--- src/rtl/tpca_pkg.sv ---
`timescale 1ns / 1ps
// Package for track_pair_closest_approach: widths, payload and job types,
// status codes. No dependencies.
package tpca_pkg;

    localparam int COORD_WIDTH = 32;
    localparam int VEL_WIDTH   = 32;

    localparam int POS_SHIFT = 24;
    localparam int MID_SHIFT = 25;
    localparam int SEP_SHIFT = 16;
    localparam int SQ_SHIFT  = 16;

    localparam int MUL_A_W = COORD_WIDTH + 34;
    localparam int MUL_B_W = (COORD_WIDTH + 9 > 38) ? COORD_WIDTH + 9 : 38;
    localparam int PROD_W  = MUL_A_W + MUL_B_W;
    localparam int SQRT_W  = 2 * COORD_WIDTH + 4;

    localparam logic [1:0] ST_OK       = 2'd0;
    localparam logic [1:0] ST_PARALLEL = 2'd1;
    localparam logic [1:0] ST_NOHELD   = 2'd2;
    localparam logic [1:0] ST_SAT      = 2'd3;

    typedef struct packed {
        logic signed [COORD_WIDTH-1:0] pos_x;
        logic signed [COORD_WIDTH-1:0] pos_y;
        logic signed [COORD_WIDTH-1:0] pos_z;
        logic signed [COORD_WIDTH-1:0] ref_time;
        logic signed [VEL_WIDTH-1:0]   vel_x;
        logic signed [VEL_WIDTH-1:0]   vel_y;
        logic signed [VEL_WIDTH-1:0]   vel_z;
        logic                          pair_second;
    } in_t;

    typedef struct packed {
        logic [COORD_WIDTH-1:0]        separation;
        logic signed [COORD_WIDTH-1:0] mid_x;
        logic signed [COORD_WIDTH-1:0] mid_y;
        logic signed [COORD_WIDTH-1:0] mid_z;
        logic signed [COORD_WIDTH-1:0] mid_time;
        logic [1:0]                    status;
    } out_t;

    typedef struct packed {
        logic [2:0][COORD_WIDTH-1:0] pos;
        logic [COORD_WIDTH-1:0]      t0;
        logic [2:0][VEL_WIDTH-1:0]   vel;
    } track_t;

    typedef struct packed {
        logic   has_pair;
        track_t first;
        track_t second;
    } job_t;

endpackage

--- src/rtl/tpca_queue.sv ---
`timescale 1ns / 1ps
// Two-entry job queue between front end and back end.
// Depends on tpca_pkg.
module tpca_queue (
    input  logic           clk,
    input  logic           rst_n,
    input  logic           wr,
    input  tpca_pkg::job_t wdata,
    output logic           q_full,
    input  logic           rd,
    output tpca_pkg::job_t rdata,
    output logic           q_valid
);

    tpca_pkg::job_t mem [2];
    logic       wp_reg, wp_next;
    logic       rp_reg, rp_next;
    logic [1:0] cnt_reg, cnt_next;

    always_comb
    begin
        q_full   = cnt_reg == 2'd2;
        q_valid  = cnt_reg != 2'd0;
        rdata    = mem[rp_reg];
        wp_next  = wp_reg ^ wr;
        rp_next  = rp_reg ^ rd;
        cnt_next = cnt_reg + 2'(wr) - 2'(rd);
    end

    always_ff @(posedge clk)
    begin
        if (wr)
        begin
            mem[wp_reg] <= wdata;
        end
    end

    always_ff @(posedge clk or negedge rst_n)
    begin
        if (!rst_n)
        begin
            wp_reg  <= 1'b0;
            rp_reg  <= 1'b0;
            cnt_reg <= 2'd0;
        end
        else
        begin
            wp_reg  <= wp_next;
            rp_reg  <= rp_next;
            cnt_reg <= cnt_next;
        end
    end

endmodule

--- config.mk ---
export PLATFORM = sky130hd
export DESIGN_NAME = tpca_queue
export DESIGN_NICKNAME = d
export VERILOG_FILES = /design/src/rtl/tpca_pkg.sv /design/src/rtl/tpca_queue.sv
export SDC_FILE = /design/constraint.sdc
export NUM_CORES = 1
export LEC_CHECK = 0
export BUFFER_PORTS_ARGS = -buffer_cell sky130_fd_sc_hd__buf_2
export CORE_AREA = 2 2 348 350
export CTS_BUF_LIST = sky130_fd_sc_hd__clkbuf_4 sky130_fd_sc_hd__clkbuf_8 sky130_fd_sc_hd__clkbuf_16
export CTS_CLUSTER_SIZE = 16
export DETAILED_ROUTE_END_ITERATION = 8
export DIE_AREA = 0 0 350 352
export GPL_TIMING_DRIVEN = 1
export HOLD_SLACK_MARGIN = 0.15
export PLACE_DENSITY_LB_ADDON = 0.05
export SKIP_LAST_GASP = 1
export SLEW_MARGIN = 20
export SYNTH_ARGS = -nofsm -noshare
export SYNTH_HDL_FRONTEND = slang
export SYNTH_SLANG_ARGS = --single-unit
--- constraint.sdc ---
create_clock -name clk -period 11.29 [get_ports clk]
set_clock_uncertainty 0.1 [all_clocks]
set_input_delay 2.258 -clock clk [delete_from_list [all_inputs] [get_ports clk]]
set_output_delay 2.258 -clock clk [all_outputs]
set_load 0.005 [all_outputs]
==> summary.txt <==
Status
  – Outcome: finished clean

STA
  – Max-slew violations: 0
  – Final setup viols: 0
  – Fin crit period: 5.96 ns
  – Crit share post-route: 0.528
  – Max_slew headroom: 0.281
  – Fin. Hold Viols: 0
  – Maximum clock rate: ~170 MHz
  – Setup tns final: 0 ns
  – RSZ-0062 raised after global routing: no
  – Worst Max-Slew Pin Slew: 1.08 ns

Route
  – Vias: about 17000
  – DRC: 0
  – Drt wl/cell: 23.0 µm
  – ANT nets after route: 0
  – Final WL: 94700 µm
  – DR pass1 iterations: 4
  – Initial drt markers: just under 800
  – Vias/cell: ~4.2

Floorplanning
  – Die height: 352 µm
  – Core Footprint: 119000 µm²
  – IO Pins: 904
  – Initial core utilization: 0.275
  – FP Rows: 127
  – Die Area: about 120000 µm²
  – Die Width: 350 µm

Setup path
  – CP required: 8.93 ns
  – Worst Reg2Reg Path Length in Cells: 4
  – Critical path type: register to output port
  – Critical Path End: rdata[361]
  – FF-to-FF End: mem[0][432]
  – Crit. Startpoint: rp_reg
  – Startpoint Class: register
  – FF-to-FF setup slack: 7.86 ns
  – Critical path arrival: 3.60 ns
  – CP Max Fanout: 153
  – Worst setup EP type: output port
  – RR Startpoint: wp_reg

Logic synthesis
  – Syn nets: about 1900
  – YS warnings: 0
  – Gate Count Post-Synth: approximately 1400
  – Register bit total from synthesis: 902
  – Mean post-synth cell area: 23.2 µm²
  – Synth unique cells: 11
  – Synthesized area: 32800 µm²
  – Seq/Total Area, Yosys: 0.826

Global routing
  – Number of global-route vias before repair: 18200
  – Pin count of the biggest net entering global routing: about 170
  – First-pass GRT wire length: 130000 µm
  – Initial antenna violation count: slightly below 90
  – Total global routing overflow: 0
  – GRT Util Overall: 0.148

Clock network
  – Reg clk slew, reported paths: 0.06 ns
  – Post-CTS Setup Repair Bufs: 0
  – CTS max path bufs: 3
  – Worst-skew pair later-pin latency: slightly below 0.7 ns
  – Root Driver: clkbuf_16
  – Hold-fix buffers, CTS: 0
  – H-tree depth: 3
  – Post-cts sizing count: 0
  – CTS tree: done
  – CTS Sinks: 902
  – CTS Buf Count: 103

Placement
  – Final HPWL DP: 66400 µm
  – Gpl congestion: 0.769
  – PortBufs: between 900 and 1000

Flow run
  – Max-Cap Viols: 0

Power
  – Leak: around 16 nW
  – Total Power: 10.7 mW
  – Max VDD drop: 0.196 mV
  – Pwr Density: 252 nW/µm²

Final layout
  – # nets final: ~2800
  – Max reg flops: 898
  – Filler Cell Count: 11400
  – P&R area growth vs syn: 29.3%
  – Share of post-route cells with drive strength above 1: 0.620

Worst hold path
  – Hold Crit Class: register to register
Yosys cell counts:
cell type / instances / area [µm²]
buf_2: 5 / 25.0
buf_6: 45 / 507
dfrtp_1: 4 / 100
edfxtp_1: 898 / 27000
ha_1: 4 / 50.1
inv_1: 4 / 15.0
mux2_2: 449 / 5060
nor2b_1: 1 / 6.26
or2_2: 1 / 6.26
xor2_1: 1 / 8.76
xor3_1: 1 / 23.8
worst max-delay path, cell delays in order, from the launching register on:
cell and delay [ns]:
dfrtp_4 0.80, buf_4 0.68, buf_12 0.63, mux2_2 0.43
buf_2 0.13
worst min path at each step:
stage / startpoint / end / slack [ns] / cells after the start
2_1_floorplan: cnt_reg[1] / cnt_reg[1] / 0.47 / 1
3_3_place_gp: cnt_reg[1] / cnt_reg[1] / 0.50 / 1
3_5_place_dp: cnt_reg[1] / cnt_reg[1] / 0.50 / 1
4_1_cts: cnt_reg[1] / cnt_reg[1] / 0.52 / 1
5_1_grt: cnt_reg[1] / cnt_reg[1] / 0.54 / 1
6_report: cnt_reg[1] / cnt_reg[1] / 0.52 / 1
metal layers:
metal / track usage / wire [µm] / vias up
li1: - / - / 7675
met1: 0.144 / 31500 / 8511
met2: 0.267 / 49700 / 685
met3: 0.0745 / 10100 / 241
met4: 0.0522 / 2930 / 64
met5: 0 / 425 / -
cell type report:
cell class	count	area, µm²	area share
inverter	4	15.0	0.000354
clock inverter	58	497	0.0117
clock buffer	130	2830	0.0668
multi-input combinational	457	5180	0.122
antenna	34	85.1	0.00201
sequential	902	27100	0.639
tap	1612	2020	0.0476
timing repair buffer	915	4680	0.111
kinds of logic after synthesis:
| logic type | synth area share |
|---|---|
| AND/OR/NAND/NOR | 0.000382 |
| buffers and inverters | 0.0167 |
| XOR/XNOR | 0.000993 |
| flip-flops | 0.826 |
| multiplexers | 0.154 |
| adder cells (fa/ha/maj) | 0.00153 |
metrics by stage:
step | hold WS [ns] | area (µm²) | instances | util | worst slack (ns)
6_report | 0.515 | 42400 | 4112 | 0.355 | 5.33
5_1_grt | 0.540 | 42300 | 4095 | 0.355 | 5.05
4_1_cts | 0.520 | 42300 | 4078 | 0.354 | 5.13
3_5_place_dp | 0.504 | 39000 | 3890 | 0.326 | 5.89
3_3_place_gp | 0.503 | 39000 | 3890 | 0.326 | 5.94
2_1_floorplan | 0.475 | 32800 | 1413 | - | 2.81
power breakdown:
group	switching [mW]	leakage (nW)	internal, mW
Combinational	1.53	5.47	1.28
Clock	1.33	1.67	1.93
Sequential	0.154	8.47	4.45
cell usage in the layout (no fill, tap or decap), drive strengths merged:
cell / n
xor2: 1
diode: 34
dfrtp: 4
xor3: 1
inv: 7
clkinvlp: 1
ha: 4
edfxtp: 898
bufinv: 7
buf: 915
clkbuf: 130
mux2: 449
nor2b: 1
or2: 1
clkinv: 47
Power figures use the tool's default switching activity.
