$ cat config.mk
export PLATFORM = sky130hd
export DESIGN_NAME = tpca_front
export DESIGN_NICKNAME = d
export VERILOG_FILES = /design/src/rtl/tpca_pkg.sv /design/src/rtl/tpca_front.sv
export SDC_FILE = /design/constraint.sdc
export NUM_CORES = 1
export LEC_CHECK = 0
export BUFFER_PORTS_ARGS = -buffer_cell sky130_fd_sc_hd__buf_2
export CORE_AREA = 2 2 261 263
export CTS_CLUSTER_SIZE = 14
export DETAILED_ROUTE_END_ITERATION = 10
export DIE_AREA = 0 0 263 265
export REMOVE_ABC_BUFFERS = 1
export SETUP_SLACK_MARGIN = 0.3
export SLEW_MARGIN = 5
export SYNTH_ARGS = -nofsm -noshare
export SYNTH_HDL_FRONTEND = slang
export SYNTH_SLANG_ARGS = --single-unit
$ cat constraint.sdc
create_clock -name clk -period 1.2 [get_ports clk]
set_input_delay 0.24 -clock clk [delete_from_list [all_inputs] [get_ports clk]]
set_output_delay 0.24 -clock clk [all_outputs]
set_load 0.01 [all_outputs]
$ cat src/rtl/tpca_pkg.sv
`timescale 1ns / 1ps
// Package for track_pair_closest_approach: widths, payload and job types,
// status codes. No dependencies.
package tpca_pkg;

    localparam int COORD_WIDTH = 32;
    localparam int VEL_WIDTH   = 32;

    localparam int POS_SHIFT = 24;
    localparam int MID_SHIFT = 25;
    localparam int SEP_SHIFT = 16;
    localparam int SQ_SHIFT  = 16;

    localparam int MUL_A_W = COORD_WIDTH + 34;
    localparam int MUL_B_W = (COORD_WIDTH + 9 > 38) ? COORD_WIDTH + 9 : 38;
    localparam int PROD_W  = MUL_A_W + MUL_B_W;
    localparam int SQRT_W  = 2 * COORD_WIDTH + 4;

    localparam logic [1:0] ST_OK       = 2'd0;
    localparam logic [1:0] ST_PARALLEL = 2'd1;
    localparam logic [1:0] ST_NOHELD   = 2'd2;
    localparam logic [1:0] ST_SAT      = 2'd3;

    typedef struct packed {
        logic signed [COORD_WIDTH-1:0] pos_x;
        logic signed [COORD_WIDTH-1:0] pos_y;
        logic signed [COORD_WIDTH-1:0] pos_z;
        logic signed [COORD_WIDTH-1:0] ref_time;
        logic signed [VEL_WIDTH-1:0]   vel_x;
        logic signed [VEL_WIDTH-1:0]   vel_y;
        logic signed [VEL_WIDTH-1:0]   vel_z;
        logic                          pair_second;
    } in_t;

    typedef struct packed {
        logic [COORD_WIDTH-1:0]        separation;
        logic signed [COORD_WIDTH-1:0] mid_x;
        logic signed [COORD_WIDTH-1:0] mid_y;
        logic signed [COORD_WIDTH-1:0] mid_z;
        logic signed [COORD_WIDTH-1:0] mid_time;
        logic [1:0]                    status;
    } out_t;

    typedef struct packed {
        logic [2:0][COORD_WIDTH-1:0] pos;
        logic [COORD_WIDTH-1:0]      t0;
        logic [2:0][VEL_WIDTH-1:0]   vel;
    } track_t;

    typedef struct packed {
        logic   has_pair;
        track_t first;
        track_t second;
    } job_t;

endpackage

$ cat src/rtl/tpca_front.sv
`timescale 1ns / 1ps
// Front end: accepts transactions, holds the first track, builds pair jobs.
// Depends on tpca_pkg.
module tpca_front (
    input  logic             clk,
    input  logic             rst_n,
    input  logic             push,
    input  tpca_pkg::in_t    item,
    output logic             full,
    input  logic             q_full,
    output logic             q_wr,
    output tpca_pkg::job_t   q_wdata
);

    tpca_pkg::track_t held_reg, held_next;
    logic             held_valid_reg, held_valid_next;
    tpca_pkg::track_t cur;
    logic             accept;

    always_comb
    begin
        cur.pos = {item.pos_z, item.pos_y, item.pos_x};
        cur.t0  = item.ref_time;
        cur.vel = {item.vel_z, item.vel_y, item.vel_x};
        full    = q_full;
        accept  = push && !q_full;
        q_wr    = accept && item.pair_second;
        q_wdata.has_pair = held_valid_reg;
        q_wdata.first    = held_reg;
        q_wdata.second   = cur;
        held_next        = held_reg;
        held_valid_next  = held_valid_reg;
        if (accept)
        begin
            if (!item.pair_second)
            begin
                held_next       = cur;
                held_valid_next = 1'b1;
            end
            else
            begin
                held_valid_next = 1'b0;
            end
        end
    end

    always_ff @(posedge clk or negedge rst_n)
    begin
        if (!rst_n)
        begin
            held_reg       <= '0;
            held_valid_reg <= 1'b0;
        end
        else
        begin
            held_reg       <= held_next;
            held_valid_reg <= held_valid_next;
        end
    end

endmodule

==> flow_summary_export.csv <==
group,metric,value,unit
placed_design,dp_cells,2058,
clocking,worst_skew_pair.late_latency,0.55,ns
clocking,htree_levels,1,
global_routing,grt_max_degree,45,
setup_path,worstPathCellList,"buf_6",
cells_and_area,fin_cells,2514,
global_routing,grt_pass1_vias,9322,
setup_path,required,0.96,ns
sta,period_needed,1.39,ns
power,p_leak,0.00985,uW
setup_path,end_kind,"primary output",
floorplan,die_y,265,um
power,peakVddDrop,0.894,mV
status,violations,"setup timing",
sta,slew_violations,0,
sta,fmax,721,MHz
clocking,numCtsBuffers,25,
synth,yosysWarningCount,0,
power,powerDensity,1380,mW/mm2
sta,setup_viol,225,
setup_path,worstReg2RegStart,"q_wdata[363]",
placed_design,dpl.hpwl,23800,um
sta,finClkSkew,0,ns
cells_and_area,nNetsFinal,1850,
status,run_status,"finished, violations left",
clocking,cts_sinks,225,
cells_and_area,drive_above_1_share,0.720,
setup_path,startpoint,"q_wdata[234]",
floorplan,core-area,0.0668,mm2
cells_and_area,n_fill_cell,6593,
floorplan,num_rows,95,
global_routing,grt.overflow.total,0,
routing,wl_per_cell,15.6,um
clocking,cts_buffer_depth,3,
synth,syn-cell-area,0.0105,mm2
floorplan,start_util,0.158,
placed_design,routabilityCongestion,0.854,
min_path,hold_path_class,"input pin to async pin",
cells_and_area,multiInputGateArea,0.00341,mm2
sta,slew_headroom,0.730,
cells_and_area,seq_area,0.00563,mm2
power,total_power,27100,uW
cells_and_area,largest_reg_flops,224,
synth,ys_seq_area_frac,0.534,
power,power_frac_comb,0.341,
clocking,root_buffer,"clkbuf_16",
synth,synth_cell_types,14,
routing,drt-initial-drc-count,325,
synth,postSynthCellCount,705,
routing,dr.pass1.iters,4,
synth,synth_seq_cells,225,
sta,finalHoldViolCount,0,
setup_path,path_class,"register to primary output",
power,p_int,19500,uW
routing,dr_total_vias,8898,
setup_path,reg2reg_depth,3,
power,p_switching,7570,uW
power,seqPwrFrac,0.370,
cells_and_area,area_growth,85.9,%
power,clkPwrFrac,0.289,
routing,postRouteWirelength,39200,um
routing,drtAntennaViolNets,0,
setup_path,crit_buf_inv,1,
floorplan,die_w,263,um
clocking,cts_tree,"built",
synth,syn_area_per_cell,15.0,um2
setup_path,critPathTopFamily,"flip-flops",
global_routing,grt_antenna_before_repair,4,
power,p_sw_frac,0.280,
routing,drc,0,
sta,grt_setup_unrepaired,"true",
setup_path,worstPathArrival,1.15,ns
setup_path,cpPeakStageDelay,0.46,ns
clocking,clk_pin_slew,0.06,ns
setup_path,cp.depth,1,
sta,finalCritPeriodShare,1.16,
setup_path,setup.worst_path.start_class,"register",
placed_design,io_buffers,679,
floorplan,dieArea,0.0697,mm2
global_routing,grt_use_total,0.0998,
global_routing,grt_pass1_wl,54600,um
sta,tightestPinTransition,0.405,ns
job,cap_viol_max_count,0,
routing,viasPerCell,3.54,
floorplan,ios,680,
setup_path,cp_slowest_cell,"dfrtp_2",
sta,setup_ws,-0.187,ns
setup_path,path_max_fanout,2,
==> through the flow <==
step	hold slack [ns]	TNS, ns	worst slack, ns	cell area, um2	utilization
finish	0.245	-26.00	-0.187	19600	0.293
global route	0.243	-37.00	-0.229	19600	0.293
CTS	0.157	-33.39	-0.211	18400	0.275
detailed placement	0.179	-78.89	-0.423	13500	0.203
global placement	0.176	-77.51	-0.411	13500	0.203
floorplan	-0.0556	-2492.90	-11.17	8560	-
==> cells in the mapped netlist, drive strengths merged <==
cell type | n | area (um2)
nor3b | 1 | 12.5
nor2 | 1 | 3.75
mux2 | 224 | 2900
inv | 1 | 3.75
nand2b | 1 | 6.26
buf | 251 | 1980
dfrtp | 225 | 5630
a21o | 1 | 7.51
==> final timing paths <==
path	end	slack, ns
max	q_wdata[234]	-0.19
min	q_wdata[244]	0.24
max reg2reg	q_wdata[363]	0.16
min reg2reg	held_valid_reg	0.49
max in group asynchronous	q_wdata[251]	0.35
min in group clk	q_wdata[349]	0.46
==> routing by layer <==
layer	vias to the layer above	wire (um)	GRT usage
met4	0	1970	0.0516
li1	3993	-	-
met2	430	20900	0.190
met1	4388	13900	0.102
met5	-	0	0
met3	87	2470	0.0215
==> what timing repair did <==
action	in CTS	in global routing
hold buffers	226	0
endpoints found under the setup margin	434	451
resized for setup	220	91
gates cloned	8	2
setup buffers	80	93
pin swaps	1	2
endpoints found under the hold margin	450	0
==> cells by family (layout without fill, tap and decap cells) <==
logic type      Yosys count  count (layout)  share of synthesized area
flops                   225             225                      0.534
mux                     224             224                      0.275
other cells               0               3                          0
simple gates              3               3                    0.00214
buf+inv                 252            1185                      0.188
compound gates            1               1                   0.000712
==> layout by cell type (no fill, tap or decap), drive strengths merged <==
cell         netlist  routed
clkbuf             0      40
clkinv             0       2
nor3b              1       1
dlygate4sd3        0     226
nor2               1       1
nand2b             1       1
bufinv             0       2
buf              251     912
diode              0       3
a21o               1       1
clkinvlp           0       1
inv                1       2
dfrtp            225     225
mux2             224     224
==> power groups by stage <==
stage          combinational (uW)  sequential, uW  clock, uW
2_1_floorplan                2000           10600          0
3_3_place_gp                 5750            9950          0
3_5_place_dp                 5870            9930          0
4_1_cts                      7840            9880       8060
5_1_grt                      9720           10100       8390
6_report                     9230           10000       7820
==> cell type report <==
| class | instances | area share |
|---|---|---|
| repair buffers | 1140 | 0.440 |
| flip-flops and latches | 225 | 0.287 |
| multi-input cells | 228 | 0.174 |
| well taps | 873 | 0.0557 |
| clock buffers | 38 | 0.0380 |
| clock inverters | 6 | 0.00441 |
| diodes | 3 | 0.000383 |
| inverters | 1 | 0.000192 |
No activity file was read; power rests on OpenSTA's default activity.
